File: config.mk
export PLATFORM = sky130hd
export DESIGN_NAME = mdr_div
export DESIGN_NICKNAME = d
export VERILOG_FILES = /design/src/rtl/assert_macros.svh /design/src/rtl/mdr_pkg.sv /design/src/rtl/mdr_div.sv
export SDC_FILE = /design/constraint.sdc
export NUM_CORES = 1
export LEC_CHECK = 0
export BUFFER_PORTS_ARGS = -buffer_cell sky130_fd_sc_hd__buf_2
export CORE_MARGIN = 5
export CORE_UTILIZATION = 43
export CTS_CLUSTER_SIZE = 30
export DETAILED_ROUTE_END_ITERATION = 16
export PLACE_DENSITY = 0.68
export SLEW_MARGIN = 10
export SYNTH_ARGS = -nofsm -noshare
export SYNTH_HDL_FRONTEND = slang
export SYNTH_SLANG_ARGS = --single-unit
File: constraint.sdc
create_clock -name i_clk -period 3.6 [get_ports i_clk]
set_clock_uncertainty 0.05 [all_clocks]
set_input_delay 0.54 -clock i_clk [delete_from_list [all_inputs] [get_ports i_clk]]
set_output_delay 0.54 -clock i_clk [all_outputs]
set_load 0.05 [all_outputs]
File: src/rtl/assert_macros.svh
// Assertion macros used by the top level of the modular domain reduction block.
`ifndef ASSERT_MACROS_SVH
`define ASSERT_MACROS_SVH

// Same-cycle implication, disabled during reset.
`define ASSERT_IMPLY(label, clk, rst_n, ante, cons, msg) \
    label: assert property (@(posedge clk) disable iff (!rst_n) (ante) |-> (cons)) \
        else $error(msg);

// Next-cycle implication, disabled during reset.
`define ASSERT_NEXT(label, clk, rst_n, ante, cons, msg) \
    label: assert property (@(posedge clk) disable iff (!rst_n) (ante) |=> (cons)) \
        else $error(msg);

`endif

File: src/rtl/mdr_pkg.sv
// Shared types, constants and register codes of the modular domain reduction block.
package mdr_pkg;

    localparam int RE_BINS_MAX_DEF = 16;
    localparam int IM_BINS_MAX_DEF = 256;
    localparam int MAX_STEPS_DEF   = 64;
    localparam int COUNT_WIDTH_DEF = 32;

    // Restoring divider: 32 numerator bits followed by 48 fraction bits.
    localparam int DIV_FRAC_BITS = 48;
    localparam int DIV_NUM_BITS  = 32;
    localparam int DIV_STEPS     = DIV_FRAC_BITS + DIV_NUM_BITS;

    localparam int HIST_ADDR_W = 16;
    localparam int COUNT_MAX_W = 64;

    localparam int CFG_IDX_W  = 3;
    localparam int CFG_DATA_W = 32;

    localparam logic [CFG_IDX_W-1:0] CFG_RE_OFFSET    = 3'd0;
    localparam logic [CFG_IDX_W-1:0] CFG_RE_SCALE     = 3'd1;
    localparam logic [CFG_IDX_W-1:0] CFG_RE_BINS_USED = 3'd2;
    localparam logic [CFG_IDX_W-1:0] CFG_IM_OFFSET    = 3'd3;
    localparam logic [CFG_IDX_W-1:0] CFG_IM_SCALE     = 3'd4;
    localparam logic [CFG_IDX_W-1:0] CFG_IM_BINS_USED = 3'd5;

    localparam logic [31:0] RE_OFFSET_RST    = 32'hFF80_0000;
    localparam logic [30:0] RE_SCALE_RST     = 31'd167772160;
    localparam logic [4:0]  RE_BINS_USED_RST = 5'd10;
    localparam logic [31:0] IM_OFFSET_RST    = 32'd14260634;
    localparam logic [30:0] IM_SCALE_RST     = 31'd335544320;
    localparam logic [8:0]  IM_BINS_USED_RST = 9'd183;

    localparam logic [30:0] IM_SAT = 31'h7FFF_FFFF;

    localparam logic OP_MEASURE = 1'b0;
    localparam logic OP_READ    = 1'b1;

    typedef struct packed {
        logic        opcode;
        logic [31:0] tau_re;
        logic [31:0] tau_im;
        logic [3:0]  read_re_bin;
        logic [7:0]  read_im_bin;
    } t_req;

    typedef struct packed {
        logic [31:0] reduced_re;
        logic [31:0] reduced_im;
        logic [3:0]  hit_re_bin;
        logic [7:0]  hit_im_bin;
        logic        in_range;
        logic        reduce_failed;
        logic [31:0] bin_count;
        logic [31:0] total_measured;
    } t_rsp;

    typedef struct packed {
        logic                   valid;
        logic                   measure;
        logic                   hit;
        logic [HIST_ADDR_W-1:0] addr;
    } t_hist_cmd;

    typedef struct packed {
        logic                   busy;
        logic                   done;
        logic [COUNT_MAX_W-1:0] count;
        logic [COUNT_MAX_W-1:0] total;
    } t_hist_stat;

    typedef struct packed {
        logic        done;
        logic [63:0] quot;
    } t_div_stat;

endpackage

File: src/rtl/mdr_div.sv
// Restoring divider: low 64 bits of floor(num * 2^48 / den), one quotient bit per cycle.
module mdr_div
    import mdr_pkg::*;
(
    input  logic        i_clk,
    input  logic        i_rst_n,
    input  logic        i_start,
    input  logic [31:0] i_num,
    input  logic [47:0] i_den,
    output t_div_stat   o_stat
);
    localparam int CNT_W = $clog2(DIV_STEPS);

    logic             r_busy;
    logic             r_done;
    logic [CNT_W-1:0] r_cnt;
    logic [31:0]      r_num;
    logic [47:0]      r_den;
    logic [47:0]      r_rem;
    logic [63:0]      r_quot;

    logic [48:0] w_trial;
    logic [48:0] w_sub;
    logic        w_ge;

    assign w_trial = {r_rem, r_num[31]};
    assign w_sub   = w_trial - {1'b0, r_den};
    assign w_ge    = w_trial >= {1'b0, r_den};

    always_ff @(posedge i_clk) begin
        if (!i_rst_n) begin
            r_busy <= 1'b0;
            r_done <= 1'b0;
            r_cnt  <= '0;
        end else begin
            r_done <= !i_start && r_busy && (r_cnt == CNT_W'(DIV_STEPS - 1));
            if (i_start) begin
                r_busy <= 1'b1;
                r_cnt  <= '0;
            end else if (r_busy) begin
                r_cnt <= r_cnt + 1'b1;
                if (r_cnt == CNT_W'(DIV_STEPS - 1)) begin
                    r_busy <= 1'b0;
                end
            end
        end
    end

    always_ff @(posedge i_clk) begin
        if (i_start) begin
            r_num  <= i_num;
            r_den  <= i_den;
            r_rem  <= '0;
            r_quot <= '0;
        end else if (r_busy) begin
            r_num  <= {r_num[30:0], 1'b0};
            r_rem  <= w_ge ? w_sub[47:0] : w_trial[47:0];
            r_quot <= {r_quot[62:0], w_ge};
        end
    end

    assign o_stat.done = r_done;
    assign o_stat.quot = r_quot;
endmodule

==> results.sh <==
export IMPL_syn_mean_instance_area_sq_um=9.83
export IMPL_seq_area_frac_synth_pct=45.8
export IMPL_layout_core_utilization_pct=51.1
export IMPL_cp_end_kind="flip-flop"
export IMPL_nets=1338
export IMPL_synth_area_top_cells="dfxtp_1, edfxtp_1, mux2i_1"
export IMPL_tritoncts="yes"
export IMPL_max_slew_margin_pct=39.8
export IMPL_gr_total_overflow=0
export IMPL_cts_htree_levels=1
export IMPL_grt_start_max_net_pins=72
export IMPL_cp_data_required_time_ns=3.95
export IMPL_die_h_microns=167
export IMPL_tns_ns=0
export IMPL_inserted_clock_buffers=24
export IMPL_setup_violations_final=0
export IMPL_synth_mux_area_fraction_pct=12.1
export IMPL_synthesized_area_fraction_occupied_by_ao_oa_aoi_and_oai_cells_pct=14.4
export IMPL_rsz0062_at_grt="no"
export IMPL_wl_microns=25000
export IMPL_post_cts_repair_setup_buffers=0
export IMPL_yosysTopAreaCell="dfxtp_1"
export IMPL_vias=8285
export IMPL_die_x_microns=167
export IMPL_slew_violations=0
export IMPL_yosys_area_top_type_share_pct=23.0
export IMPL_main_combinational_cell_family_by_area_after_synthesis="compound AO/OA/AOI/OAI gates"
export IMPL_max_cap_violations=0
export IMPL_grt_antenna_before_repair=4
export IMPL_grt_pass1_vias=8277
export IMPL_floorplan_die_area_sq_um=27700
export IMPL_synth_yosys_warnings=0
export IMPL_yosys_register_bits=201
export IMPL_fmax_mhz=302
export IMPL_drtPass1Iterations=5
export IMPL_num_io_pins=148
export IMPL_drcViolationCount=0
export IMPL_min_period_ns=3.31
export IMPL_layout_area_overhead_vs_synth_pct=17.6
export IMPL_quantity_of_gates_resized_following_cts=0
export IMPL_groute_usage_overall_pct=17.5
export IMPL_synth_xor_area_share_pct=3.32
export IMPL_ys_types=65
export IMPL_p_sw_mw=1.55
export IMPL_first_pass_grt_wire_length_microns=41500
export IMPL_ys_flop_type="dfxtp_1"
export IMPL_post_synth_fa_ha_maj_area_fraction_pct=6.01
export IMPL_cts_sink_count=201
export IMPL_vdd_ir_drop_max_uv=385
export IMPL_seq_power_share_pct=43.1
export IMPL_timing_worst_slew_pin_value_ns=0.896
export IMPL_drive_above_1_share_pct=19.9
export IMPL_synth_simple_gate_area_share_pct=13.5
export IMPL_result_of_the_run="complete, no violations"
export IMPL_netlist_area_sq_um=10500
export IMPL_crit_type="flip-flop to flip-flop"
export IMPL_clkTransAtPathRegs_ns=0.06
export IMPL_detailed_place_hpwl_microns=17700
export IMPL_detailedRoute_firstIterationViolations=462
export IMPL_power_per_cell_area_nw_per_um2=480
export IMPL_cts_hold_repair_buffers=0
export IMPL_p_sw_share_pct=26.1
export IMPL_gp_congestion=0.902
export IMPL_placement_setup_worst_slack_ns=0.105
export IMPL_detail_route_wl_per_cell_microns=16.1
export IMPL_final_antenna_net_count=0
export IMPL_vias_per_cell=5.35
export IMPL_post_route_worst_setup_slack_ns=0.294
export IMPL_synth_edf_count=80
export IMPL_min_delay_path_class="primary input to flip-flop"
export IMPL_floorplan_rows=57
export IMPL_postSynthCellCount=1072
export IMPL_timing_critical_path_fanout_max=4
export IMPL_worst_r2r_cell_count=12
export IMPL_synth_nets=1205
export IMPL_comb_power_share_pct=16.4
export IMPL_core_area_sq_um=24200
export IMPL_intPower_mw=4.39
export IMPL_clock_tree_root_cell="clkbuf_16"
export IMPL_starting_density_pct=43.5
export IMPL_async_sr_flop_fraction_pct=0
export IMPL_hold_viol=0
export IMPL_critical_path_startpoint_type="flip-flop"
export IMPL_io_buffers=147
export IMPL_clock_tree_buffer_depth=3
export IMPL_finalCritPeriodShare_pct=91.8
export IMPL_timing_hold_worst_path_depth=1
export IMPL_critical_path_arrival_ns=3.65
export IMPL_clk_latency_ns=0.51
export IMPL_power_static_leakage_nw=5.20
export IMPL_clockPowerShare_pct=40.5
==> kinds of logic after synthesis <==
kind of cell | count (synthesis)
simple gates | 308
xor+xnor | 40
mux | 123
buf+inv | 118
flops | 201
fa+ha+maj | 50
compound gates | 232
==> power groups by stage <==
stage               registers (mW)  clock network [mW]  logic, mW
floorplan                     2.59                   0      0.734
global placement              2.60                   0      0.956
detailed placement            2.61                   0      0.964
CTS                           2.56                2.49      0.970
global route                  2.57                2.58       1.08
finish                        2.56                2.41      0.973
==> state kept, by name, indices dropped and copies added, names as in the netlist <==
| name | flops |
|---|---|
| r_done | 1 |
| r_busy | 1 |
| r_num | 32 |
| r_quot | 64 |
| r_rem | 48 |
| r_cnt | 7 |
| r_den | 48 |
==> Yosys cell counts, types with 3 or more instances <==
library cell and instances:
o21bai_1 6, nand2_1 78, nand4_1 16, nor3_1 15
inv_1 61, nor2_1 136, a311oi_1 8, mux2i_1 92
xor2_1 19, and3_1 5, dfxtp_1 121, o21ai_0 44
nor2b_1 5, or3_1 8, and2_1 5, o211ai_1 14
mux2_2 31, nand4b_1 7, clkbuf_1 26, a21o_1 10
o31ai_1 7, a32oi_1 7, a31oi_1 9, o21a_1 7
o2111ai_1 4, buf_1 14, buf_12 3, nand3_1 10
buf_2 12, a21oi_1 64, and4_1 3, edfxtp_1 80
a211oi_1 29, ha_1 49, xnor2_1 21, nand2b_1 7
==> worst max-delay path: stages, from the launching register on <==
cell and delay (ns):
edfxtp_1 0.36, inv_1 0.05, ha_1 0.21, fa_1 0.40, and2b_1 0.23, o2111ai_1 0.17, a2111o_1 0.50, a311oi_1 0.28
buf_4 0.18, a211oi_1 0.18, o31a_1 0.33, a22oi_1 0.15, o21ai_0 0.09
==> cell usage in the layout (no fill, tap or decap), types with 19 or more instances in the layout <==
master	instances
a21oi_1	64
xnor2_1	21
o21ai_0	44
nor2_1	136
mux2i_1	92
nand2_1	77
dfxtp_1	120
ha_1	49
buf_2	146
xor2_1	19
a211oi_1	29
edfxtp_1	80
inv_1	61
mux2_2	31
clkbuf_16	27
==> layout make-up <==
cell class,instances,area [sq um]
inverters,61,229
diodes,2,5.00
repair buffers,164,920
clock inverters,7,56.3
multi-input cells,753,5200
clock buffers,37,743
flip-flops and latches,201,4830
well taps,324,405
fillers,2255,11900
==> routing by layer <==
metal | share of wire [%] | vias up | track usage (%)
met5 | 0.17 | - | 0
met4 | 1.6 | 8 | 3.81
met3 | 8.1 | 42 | 5.64
met2 | 45 | 227 | 28.1
met1 | 46 | 3865 | 23.3
li1 | - | 4143 | -
==> final timing paths <==
kind | start | to | slack [ns]
worst max-delay path | r_num[31]$_DFFE_PP_ | r_rem[46]$_SDFFE_PP0P_ | 0.29
worst min-delay path | i_den[35] | r_den[35]$_DFFE_PP_ | 0.15
worst max register to register | r_num[31]$_DFFE_PP_ | r_rem[46]$_SDFFE_PP0P_ | 0.29
worst min register to register | r_rem[22]$_SDFFE_PP0P_ | r_rem[22]$_SDFFE_PP0P_ | 0.44
==> per-stage QoR <==
| step | power [mW] | cell area (sq um) | hold slack (ns) | cells |
|---|---|---|---|---|
| finish | 5.94 | 12400 | 0.150 | 1549 |
| floorplan | 3.33 | 10500 | 0.400 | 1072 |
| global route | 6.23 | 12400 | 0.122 | 1547 |
| global placement | 3.56 | 11600 | 0.420 | 1503 |
| CTS | 6.02 | 12400 | 0.125 | 1547 |
| detailed placement | 3.57 | 11600 | 0.431 | 1503 |
Power figures use the tool's default switching activity.
